==> src/rtl/mkey_pkg.sv <==
`default_nettype none

package mkey_pkg;

   localparam int CHAR_W    = 8;
   localparam int TICKS_W   = 10;
   localparam int PAT_W     = 8;
   localparam int LEN_W     = 4;
   localparam int LEVEL_W   = 7;
   localparam int CSR_IDX_W = 2;

   // register map
   localparam logic [CSR_IDX_W-1:0] CSR_DOT_TICKS   = 2'd0;
   localparam logic [CSR_IDX_W-1:0] CSR_DASH_TICKS  = 2'd1;
   localparam logic [CSR_IDX_W-1:0] CSR_GAP_TICKS   = 2'd2;
   localparam logic [CSR_IDX_W-1:0] CSR_SPACE_TICKS = 2'd3;

   localparam logic [TICKS_W-1:0] DOT_TICKS_RST   = 10'd10;
   localparam logic [TICKS_W-1:0] DASH_TICKS_RST  = 10'd30;
   localparam logic [TICKS_W-1:0] GAP_TICKS_RST   = 10'd10;
   localparam logic [TICKS_W-1:0] SPACE_TICKS_RST = 10'd20;

   // request kinds
   localparam logic REQ_PUSH = 1'b0;
   localparam logic REQ_TICK = 1'b1;

   typedef struct packed {
      logic               led_on;
      logic               busy_res;
      logic               accepted;
      logic [LEVEL_W-1:0] queue_level;
   } mkey_rsp_type;

   typedef struct packed {
      logic              push;
      logic              pop;
      logic [CHAR_W-1:0] wdata;
   } mkey_qctl_type;

   typedef struct packed {
      logic [LEN_W-1:0] len;
      logic [PAT_W-1:0] pat;  // bit i set: element i is a dash
   } mkey_code_type;

   // Morse code ROM. A blank has no elements; unknown bytes give eight dots.
   function automatic mkey_code_type mkey_lookup(input logic [CHAR_W-1:0] c_in);
      logic [CHAR_W-1:0] c;
      mkey_code_type     r;
      c = c_in;
      if (c >= 8'h61 && c <= 8'h7A) begin
         c = c - 8'd32;
      end
      case (c)
         8'h20: r = '{len: 4'd0, pat: 8'h00};  // blank
         8'h41: r = '{len: 4'd2, pat: 8'h02};  // A
         8'h42: r = '{len: 4'd4, pat: 8'h01};
         8'h43: r = '{len: 4'd4, pat: 8'h05};
         8'h44: r = '{len: 4'd3, pat: 8'h01};
         8'h45: r = '{len: 4'd1, pat: 8'h00};
         8'h46: r = '{len: 4'd4, pat: 8'h04};
         8'h47: r = '{len: 4'd3, pat: 8'h03};
         8'h48: r = '{len: 4'd4, pat: 8'h00};
         8'h49: r = '{len: 4'd2, pat: 8'h00};
         8'h4A: r = '{len: 4'd4, pat: 8'h0E};
         8'h4B: r = '{len: 4'd3, pat: 8'h05};
         8'h4C: r = '{len: 4'd4, pat: 8'h02};
         8'h4D: r = '{len: 4'd2, pat: 8'h03};
         8'h4E: r = '{len: 4'd2, pat: 8'h01};
         8'h4F: r = '{len: 4'd3, pat: 8'h07};
         8'h50: r = '{len: 4'd4, pat: 8'h06};
         8'h51: r = '{len: 4'd4, pat: 8'h0B};
         8'h52: r = '{len: 4'd3, pat: 8'h02};
         8'h53: r = '{len: 4'd3, pat: 8'h00};
         8'h54: r = '{len: 4'd1, pat: 8'h01};
         8'h55: r = '{len: 4'd3, pat: 8'h04};
         8'h56: r = '{len: 4'd4, pat: 8'h08};
         8'h57: r = '{len: 4'd3, pat: 8'h06};
         8'h58: r = '{len: 4'd4, pat: 8'h09};
         8'h59: r = '{len: 4'd4, pat: 8'h0D};
         8'h5A: r = '{len: 4'd4, pat: 8'h03};  // Z
         8'h30: r = '{len: 4'd5, pat: 8'h1F};  // 0
         8'h31: r = '{len: 4'd5, pat: 8'h1E};
         8'h32: r = '{len: 4'd5, pat: 8'h1C};
         8'h33: r = '{len: 4'd5, pat: 8'h18};
         8'h34: r = '{len: 4'd5, pat: 8'h10};
         8'h35: r = '{len: 4'd5, pat: 8'h00};
         8'h36: r = '{len: 4'd5, pat: 8'h01};
         8'h37: r = '{len: 4'd5, pat: 8'h03};
         8'h38: r = '{len: 4'd5, pat: 8'h07};
         8'h39: r = '{len: 4'd5, pat: 8'h0F};  // 9
         8'h2E: r = '{len: 4'd6, pat: 8'h2A};  // .
         8'h2C: r = '{len: 4'd6, pat: 8'h33};  // ,
         8'h3A: r = '{len: 4'd6, pat: 8'h07};  // :
         8'h3B: r = '{len: 4'd6, pat: 8'h15};  // ;
         8'h3F: r = '{len: 4'd6, pat: 8'h0C};  // ?
         8'h2D: r = '{len: 4'd6, pat: 8'h21};  // -
         8'h5F: r = '{len: 4'd6, pat: 8'h2C};  // _
         8'h28: r = '{len: 4'd5, pat: 8'h0D};  // (
         8'h29: r = '{len: 4'd6, pat: 8'h2D};  // )
         8'h27: r = '{len: 4'd6, pat: 8'h1E};  // apostrophe
         8'h3D: r = '{len: 4'd5, pat: 8'h11};  // =
         8'h2B: r = '{len: 4'd5, pat: 8'h0A};  // +
         8'h2F: r = '{len: 4'd5, pat: 8'h09};  // /
         8'h40: r = '{len: 4'd6, pat: 8'h16};  // @
         default: r = '{len: 4'd8, pat: 8'h00};
      endcase
      return r;
   endfunction

endpackage

`default_nettype wire

==> src/rtl/mkey_queue.sv <==
`default_nettype none

module mkey_queue import mkey_pkg::*; #(
   parameter int DEPTH = 64
) (
   input  wire logic                         clock,
   input  wire logic                         reset,
   input  wire mkey_qctl_type                ctl,
   output logic [CHAR_W-1:0]                 head_char,
   output logic [$clog2(DEPTH+1)-1:0]        count,
   output logic                              full
);

   localparam int AW = $clog2(DEPTH);
   localparam int CW = $clog2(DEPTH + 1);
   localparam logic [AW:0]   DEPTH_W = (AW + 1)'(DEPTH);
   localparam logic [AW-1:0] LAST    = AW'(DEPTH - 1);

   logic [CHAR_W-1:0] mem [DEPTH];

   logic [AW-1:0]     head_ff, head_in;
   logic [CW-1:0]     count_ff, count_in;
   logic [CHAR_W-1:0] rd_ff;
   logic              fwd_ff;
   logic [CHAR_W-1:0] fwd_data_ff;
   logic [AW:0]       tail_sum;
   logic [AW-1:0]     tail;

   always_comb begin
      tail_sum = (AW + 1)'(head_ff) + (AW + 1)'(count_ff);
      if (tail_sum >= DEPTH_W) begin
         tail_sum = tail_sum - DEPTH_W;
      end
      tail = tail_sum[AW-1:0];
   end

   always_comb begin
      head_in  = head_ff;
      count_in = count_ff;
      if (ctl.pop) begin
         head_in  = (head_ff == LAST) ? '0 : head_ff + AW'(1);
         count_in = count_ff - CW'(1);
      end else if (ctl.push) begin
         count_in = count_ff + CW'(1);
      end
   end

   always_ff @(posedge clock) begin
      if (reset) begin
         head_ff  <= '0;
         count_ff <= '0;
         fwd_ff   <= 1'b0;
      end else begin
         head_ff  <= head_in;
         count_ff <= count_in;
         fwd_ff   <= ctl.push && (tail == head_in);
      end
   end

   // read the head of next cycle; a write to that entry this cycle is bypassed
   always_ff @(posedge clock) begin
      if (ctl.push) begin
         mem[tail] <= ctl.wdata;
      end
      rd_ff       <= mem[head_in];
      fwd_data_ff <= ctl.wdata;
   end

   assign head_char = fwd_ff ? fwd_data_ff : rd_ff;
   assign count     = count_ff;
   assign full      = (count_ff == CW'(DEPTH));

   a_pop_nonempty: assert property (@(posedge clock) disable iff (reset)
      ctl.pop |-> count_ff != '0)
      else $error("pop from empty queue");

   a_push_notfull: assert property (@(posedge clock) disable iff (reset)
      ctl.push |-> !full)
      else $error("push into full queue");

   a_one_op: assert property (@(posedge clock) disable iff (reset)
      !(ctl.push && ctl.pop))
      else $error("push and pop in one cycle");

   a_count_bound: assert property (@(posedge clock) disable iff (reset)
      count_ff <= CW'(DEPTH))
      else $error("queue count beyond depth");

endmodule

`default_nettype wire

==> config.mk <==
export PLATFORM = sky130hd
export DESIGN_NAME = mkey_queue
export DESIGN_NICKNAME = d
export VERILOG_FILES = /design/src/rtl/mkey_pkg.sv /design/src/rtl/mkey_queue.sv
export SDC_FILE = /design/constraint.sdc
export NUM_CORES = 1
export LEC_CHECK = 0
export BUFFER_PORTS_ARGS = -buffer_cell sky130_fd_sc_hd__buf_2
export CORE_ASPECT_RATIO = 0.9
export CORE_UTILIZATION = 50
export CTS_CLUSTER_DIAMETER = 150
export DETAILED_ROUTE_END_ITERATION = 12
export GPL_TIMING_DRIVEN = 1
export PLACE_DENSITY_LB_ADDON = 0.08
export SLEW_MARGIN = 20
export SYNTH_ARGS = -nofsm -noshare
export SYNTH_HDL_FRONTEND = slang
export SYNTH_SLANG_ARGS = --single-unit
==> constraint.sdc <==
create_clock -name clock -period 3.5 [get_ports clock]
set_input_delay 0.175 -clock clock [delete_from_list [all_inputs] [get_ports clock]]
set_output_delay 0.175 -clock clock [all_outputs]
set_load 0.1 [all_outputs]
==> flow_summary_export.csv, run 1 <==
group,metric,value,unit
worst_setup_path,crit_family,"simple AND/OR/NAND/NOR gates",
synthesis,synthTopCellsByArea,"edfxtp_1 (71%), mux4_2 (5.0%), mux2i_1 (3.9%), nand2_1 (3.2%), dfxtp_1 (2.8%)",
timing,layout_min_cycle_time,3.24,ns
worst_setup_path,worst-setup-path-type,"reg -> reg",
clocking,clk_pin_slew,0.06,ns
layout,final-instance-count-excl-fill,2115,
global_route,grt_max_degree,61,
timing,grt_setup_unrepaired,"false",
timing,tightest_slew,1.07,ns
timing,hold_viol,0,
route,drt_iter0_drc,1176,
timing,relSlewSlack,28.8,%
clocking,clock_path_buffers,3,
flow_run,maxCapViolCount,0,
floorplanning,initial_core_util,51.1,%
clocking,post_cts_buffers,0,
layout,drive_gt1_share,19.5,%
power,peakVddDrop,0.555,mV
power,p_leak,8.54,nW
power,cellPowerDensity,596,mW/mm2
worst_setup_path,crit_slowest_cell,"nor4_1",
global_route,met2_usage,40.0,%
synthesis,synthFlopType,"edfxtp_1",
synthesis,syn_area,0.0216,mm2
route,drc,2,
worst_setup_path,worstSetupStartpointType,"register",
place,port_buffers,27,
timing,max_freq,309,MHz
hold_path,hold_path.class,"in -> reg",
floorplanning,die_area,0.0440,mm2
synthesis,syn_area_per_cell,15.8,um2
synthesis,async_reset_ff_share,0,%
worst_setup_path,cp_common_cell,"buf_12",
worst_setup_path,cp_data_required_time,3.98,ns
synthesis,synth_area_leader_cell,"edfxtp_1",
global_route,grt_pass1_wl,79700,um
floorplanning,ios,28,
synthesis,yosysUniqueCellTypes,51,
timing,fin_skew,0.0180,ns
place,place_ws,0.158,ns
layout,nets,1550,
global_route,use_met3,4.61,%
outcome,failed_checks,"DRC",
floorplanning,die_w,221,um
layout,final_area,0.0249,mm2
global_route,first_global_vias,12318,
synthesis,yosys.area.top_type_share,71.3,%
outcome,outcome,"complete, but fails checks",
floorplanning,core_area,0.0422,mm2
worst_setup_path,critPathMaxFanout,25,
global_route,antenna_found_initial,3,
synthesis,syn_inst,1368,
global_route,grt.busiest_layer,"met2",
synthesis,synth_edf_count,512,
place,placed_cell_area,0.0232,mm2
worst_setup_path,worstPathCellList,"ha_1 > nand4_1 > o21ai_4 > buf_12 > buf_12 > mux2i_1 > o22ai_1 > nor4_1 > nor2_1 > a22o_1",
route,finalWirelength,53000,um
global_route,gr-total-overflow,0,
worst_setup_path,rrSetupSlack,0.26,ns
route,ant_nets,0,
layout,seqCellArea,0.0160,mm2
clocking,cts_tree,"yes",
global_route,track_usage,25.0,%
timing,slew_viol_final,0,
worst_setup_path,cp.arrival,3.72,ns
route,vias_per_cell,5.82,
clocking,clkLatencyLatePin,0.60,ns
clocking,h-tree-depth,2,
clocking,numClockSinks,542,
layout,final_core_util,59.0,%
worst_setup_path,end_kind,"register",
timing,setup_tns,0,ns
clocking,cts_root_buf,"clkbuf_16",
floorplanning,die_height,199,um
route,num_vias,12306,
place,gp_congestion,0.874,
layout,area_growth_syn_to_layout,15.6,%
synthesis,ys_warn_count,0,
timing,final.setup.worst_slack,0.264,ns
floorplanning,num_rows,71,
place,dp.cells,2014,
timing,finalSetupViolCount,0,
synthesis,seq_area_frac_synth,74.1,%
power,finalPower,14.8,mW
global_route,grt.met1_usage,34.8,%
synthesis,synth_fp_nets,1393,
timing,final.period_utilization,92.5,%
layout,fillers,3256,
place,dp_hpwl,33400,um
clocking,cts_buffers,54,
timing,hold_ws,0.0323,ns
worst_setup_path,slowest_delay,0.52,ns
layout,multiInputGateArea,0.00523,mm2
worst_setup_path,path_buf_inv,2,
route,wl_per_cell,25.1,um
route,firstDrtPassIters,9,
synthesis,ys_ff_latch,542,
[logic make-up (layout without fill, tap and decap cells)]
group,Yosys count,in the layout,synth area share (%)
flops,542,542,74.1
simple gates,359,359,7.00
compound gates,209,209,5.90
mux,142,142,9.43
buf+inv,82,281,1.87
xor+xnor,21,21,0.888
fa+ha+maj,13,13,0.824
other cells,0,1,0
[final timing paths]
check,startpoint,end,depth (start not counted)
worst max register to register,head_ff[0]$_SDFF_PP0_,rd_ff[0]$_DFF_P_,10
worst min register to register,count[5]$_SDFFE_PP0P_,count[5]$_SDFFE_PP0P_,2
worst min-delay path,ctl[7],fwd_data_ff[7]$_DFF_P_,1
worst max-delay path,head_ff[0]$_SDFF_PP0_,rd_ff[0]$_DFF_P_,10
[metal layers]
layer / wire length (um) / vias up
met5: 32 / -
met4: 1270 / 4
met3: 3330 / 82
met2: 25000 / 368
met1: 23400 / 6262
li1: - / 5590
[report_power, final]
| group | total, mW | switching (mW) | internal [mW] |
|---|---|---|---|
| clock | 5.44 | 2.40 | 3.05 |
| combinational | 2.08 | 1.38 | 0.702 |
| sequential | 7.31 | 0.0741 | 7.24 |
| total | 14.8 | 3.85 | 11.0 |
[placed cells by master (no fill, tap or decap), drive strengths merged, types with 19 or more instances in the layout]
cell type / synthesis / final
nand3: 19 / 19
edfxtp: 512 / 512
nor4: 27 / 27
nand2: 181 / 181
o22ai: 30 / 30
dfxtp: 30 / 30
clkinv: 0 / 27
nor2: 103 / 103
mux4: 48 / 48
buf: 34 / 169
mux2i: 85 / 85
a21oi: 113 / 113
clkbuf: 36 / 65
[flip-flops by register name, indices dropped and copies added, names as in the netlist]
signal,cells
mem,512
fwd_data_ff,8
rd_ff,8
count,7
head_ff,6
fwd_ff,1
[Yosys cell counts (all sizes together), types with 9 or more instances]
cell type / instances
clkbuf: 36
nor2: 103
mux2i: 85
nor4: 27
mux2: 9
nand2: 181
mux4: 48
edfxtp: 512
a21oi: 113
inv: 12
xnor2: 16
buf: 34
nand3: 19
dfxtp: 30
o22ai: 30
ha: 11
[area by class of cell]
| cell class | instances | area share (%) |
|---|---|---|
| tap | 547 | 2.75 |
| multi-input combinational | 744 | 21.0 |
| timing repair buffer | 171 | 5.40 |
| sequential | 542 | 64.1 |
| antenna | 1 | 0.0100 |
| clock inverter | 33 | 0.984 |
| clock buffer | 65 | 5.59 |
| inverter | 12 | 0.181 |
[what timing repair did]
item / in CTS / in global routing
endpoints found under the hold margin: 13 / 0
resized for setup: 0 / 2
hold buffers: 2 / 0
setup endpoints to repair: 0 / 2
Power figures use the tool's default switching activity.
==> run 2: changes to the inputs <==
RECOVER_POWER = 25   (was not set)
==> run 2 against run 1 <==
The run ends with DRC, capacitance limit, slew limit left. Clock power about the same. Count of clock-buffer cells in the layout stayed put. Clock skew barely moved. First-iteration DRC count down 0.17%. Die area is the same. Sequential power barely moved. Maximum frequency hardly changed. Via count about the same. Design area about the same. Total power about the same. Critical path type unchanged.
==> flow_summary_export.csv, run 2 (synthesized netlist as in run 1, its figures left out) <==
group,metric,value,unit
timing,layout_min_cycle_time,3.24,ns
clocking,h-tree-depth,2,
power,peakVddDrop,0.555,mV
floorplanning,ios,28,
worst_setup_path,crit_cells,10,
route,drt_iter0_drc,1174,
hold_path,hold_path.class,"in -> reg",
clocking,cts_buffers,54,
flow_run,maxCapViolCount,7,
timing,fin_skew,0.0183,ns
route,drc,2,
layout,largest_register,"mem",
floorplanning,core_area,0.0422,mm2
timing,slew_viol_final,326,
clocking,cts_root_buf,"clkbuf_16",
place,gp_congestion,0.874,
global_route,grt_max_degree,61,
timing,tightest_slew,2.55,ns
layout,final_cell_mix,"edfxtp_1 (512), nand2_1 (181), buf_4 (132)",
layout,nets,1550,
clocking,clkLatencyLatePin,0.60,ns
global_route,antenna_found_initial,3,
global_route,track_usage,25.0,%
power,p_leak,8.52,nW
timing,hold_viol,0,
power,cellPowerDensity,596,mW/mm2
route,vias_per_cell,5.82,
layout,drive_gt1_share,19.0,%
floorplanning,die_area,0.0440,mm2
place,placed_cell_area,0.0232,mm2
outcome,outcome,"complete, but fails checks",
route,ant_nets,0,
floorplanning,initial_core_util,51.1,%
worst_setup_path,critPathMaxFanout,25,
worst_setup_path,cp_data_required_time,3.98,ns
global_route,first_global_vias,12318,
timing,grt_setup_unrepaired,"false",
worst_setup_path,slowest_delay,0.52,ns
timing,hold_ws,0.213,ns
timing,finalSetupViolCount,0,
route,firstDrtPassIters,9,
global_route,grt_pass1_wl,79700,um
worst_setup_path,worstSetupStartpointType,"register",
worst_setup_path,path_buf_inv,2,
hold_path,holdPathStages,4,
worst_setup_path,cp.arrival,3.72,ns
floorplanning,die_height,199,um
clocking,cts_tree,"yes",
layout,final_area,0.0249,mm2
worst_setup_path,r2r_cells,10,
layout,final-instance-count-excl-fill,2115,
timing,relSlewSlack,-70.2,%
place,port_buffers,27,
route,wl_per_cell,25.1,um
route,num_vias,12313,
clocking,numClockSinks,542,
worst_setup_path,crit_slowest_cell,"nor4_1",
route,finalWirelength,53000,um
floorplanning,num_rows,71,
layout,final_common_cell,"edfxtp_1",
worst_setup_path,cp_common_cell,"buf_12",
clocking,clk_pin_slew,0.06,ns
place,dp_hpwl,33400,um
layout,area_growth_syn_to_layout,15.5,%
floorplanning,die_w,221,um
outcome,failed_checks,"DRC, capacitance limit, slew limit",
timing,max_freq,309,MHz
timing,final.period_utilization,92.5,%
layout,largest_reg_flops,512,
worst_setup_path,end_kind,"register",
global_route,gr-total-overflow,0,
worst_setup_path,worst-setup-path-type,"reg -> reg",
clocking,clock_path_buffers,3,
timing,setup_tns,0,ns
place,dp.cells,2014,
worst_setup_path,worstPathCellList,"ha_1 > nand4_1 > o21ai_4 > buf_12 > buf_12 > mux2i_1 > o22ai_1 > nor4_1 > nor2_1 > a22o_1",
layout,top_regs,"mem x512, fwd_data_ff x8, rd_ff x8",
worst_setup_path,crit_family,"simple AND/OR/NAND/NOR gates",
run 2: cell count changes in the layout (fill, tap and decap cells not counted), sizes merged:
cell,delta
buf,-8
clkbuf,+8
run 2: power by group:
group	total, mW	internal [mW]	switching, mW
registers	7.32	7.25	0.0740
logic	2.08	0.701	1.38
clock network	5.44	3.05	2.40
run 2: per-layer routing:
| metal | routed length (um) | track usage [%] | vias up |
|---|---|---|---|
| met5 | 32 | 0 | - |
| met4 | 1280 | 8.24 | 4 |
| met3 | 3350 | 4.61 | 82 |
| met2 | 25000 | 40.0 | 373 |
| met1 | 23400 | 34.8 | 6264 |
| li1 | - | - | 5590 |
run 2: through the flow:
stage	utilization (%)	total power [mW]	setup slack [ns]
after detailed placement	55.1	9.53	0.158
after global placement	55.1	9.51	0.258
after global routing	59.0	15.3	0.110
after floorplan	-	8.80	0.209
after CTS	59.0	14.9	0.139
final	59.0	14.8	0.262
run 2: layout make-up:
type | instances | area (um2)
Clock buffer | 65 | 1390
Fill cell | 3259 | 17300
Tap cell | 547 | 684
Sequential cell | 542 | 16000
Antenna cell | 1 | 2.50
Inverter | 12 | 45.0
Clock inverter | 33 | 245
Timing Repair Buffer | 171 | 1340
Multi-Input combinational cell | 744 | 5230
run 2: repair_timing:
| item | in CTS | in global routing |
|---|---|---|
| buffers inserted | 0 | 0 |
| hold buffers | 2 | 0 |
| resized for setup | 0 | 2 |
| hold endpoints to repair | 13 | 0 |
| setup endpoints to repair | 0 | 2 |
run 2: final timing paths:
path / start / end / slack [ns]
setup / recovery: head_ff[0]$_SDFF_PP0_ / rd_ff[0]$_DFF_P_ / 0.26
hold reg to reg: count[5]$_SDFFE_PP0P_ / count[5]$_SDFFE_PP0P_ / 0.55
hold / removal: ctl[8] / count[5]$_SDFFE_PP0P_ / 0.21
setup reg to reg: head_ff[0]$_SDFF_PP0_ / rd_ff[0]$_DFF_P_ / 0.26
run 2: worst reg2reg max path, stage by stage (launching register included):
cell and delay [ns]:
dfxtp_1 0.43, ha_1 0.21, nand4_1 0.22, o21ai_4 0.31
buf_12 0.26, buf_12 0.26, mux2i_1 0.21, o22ai_1 0.12
nor4_1 0.52, nor2_1 0.30, a22o_1 0.27
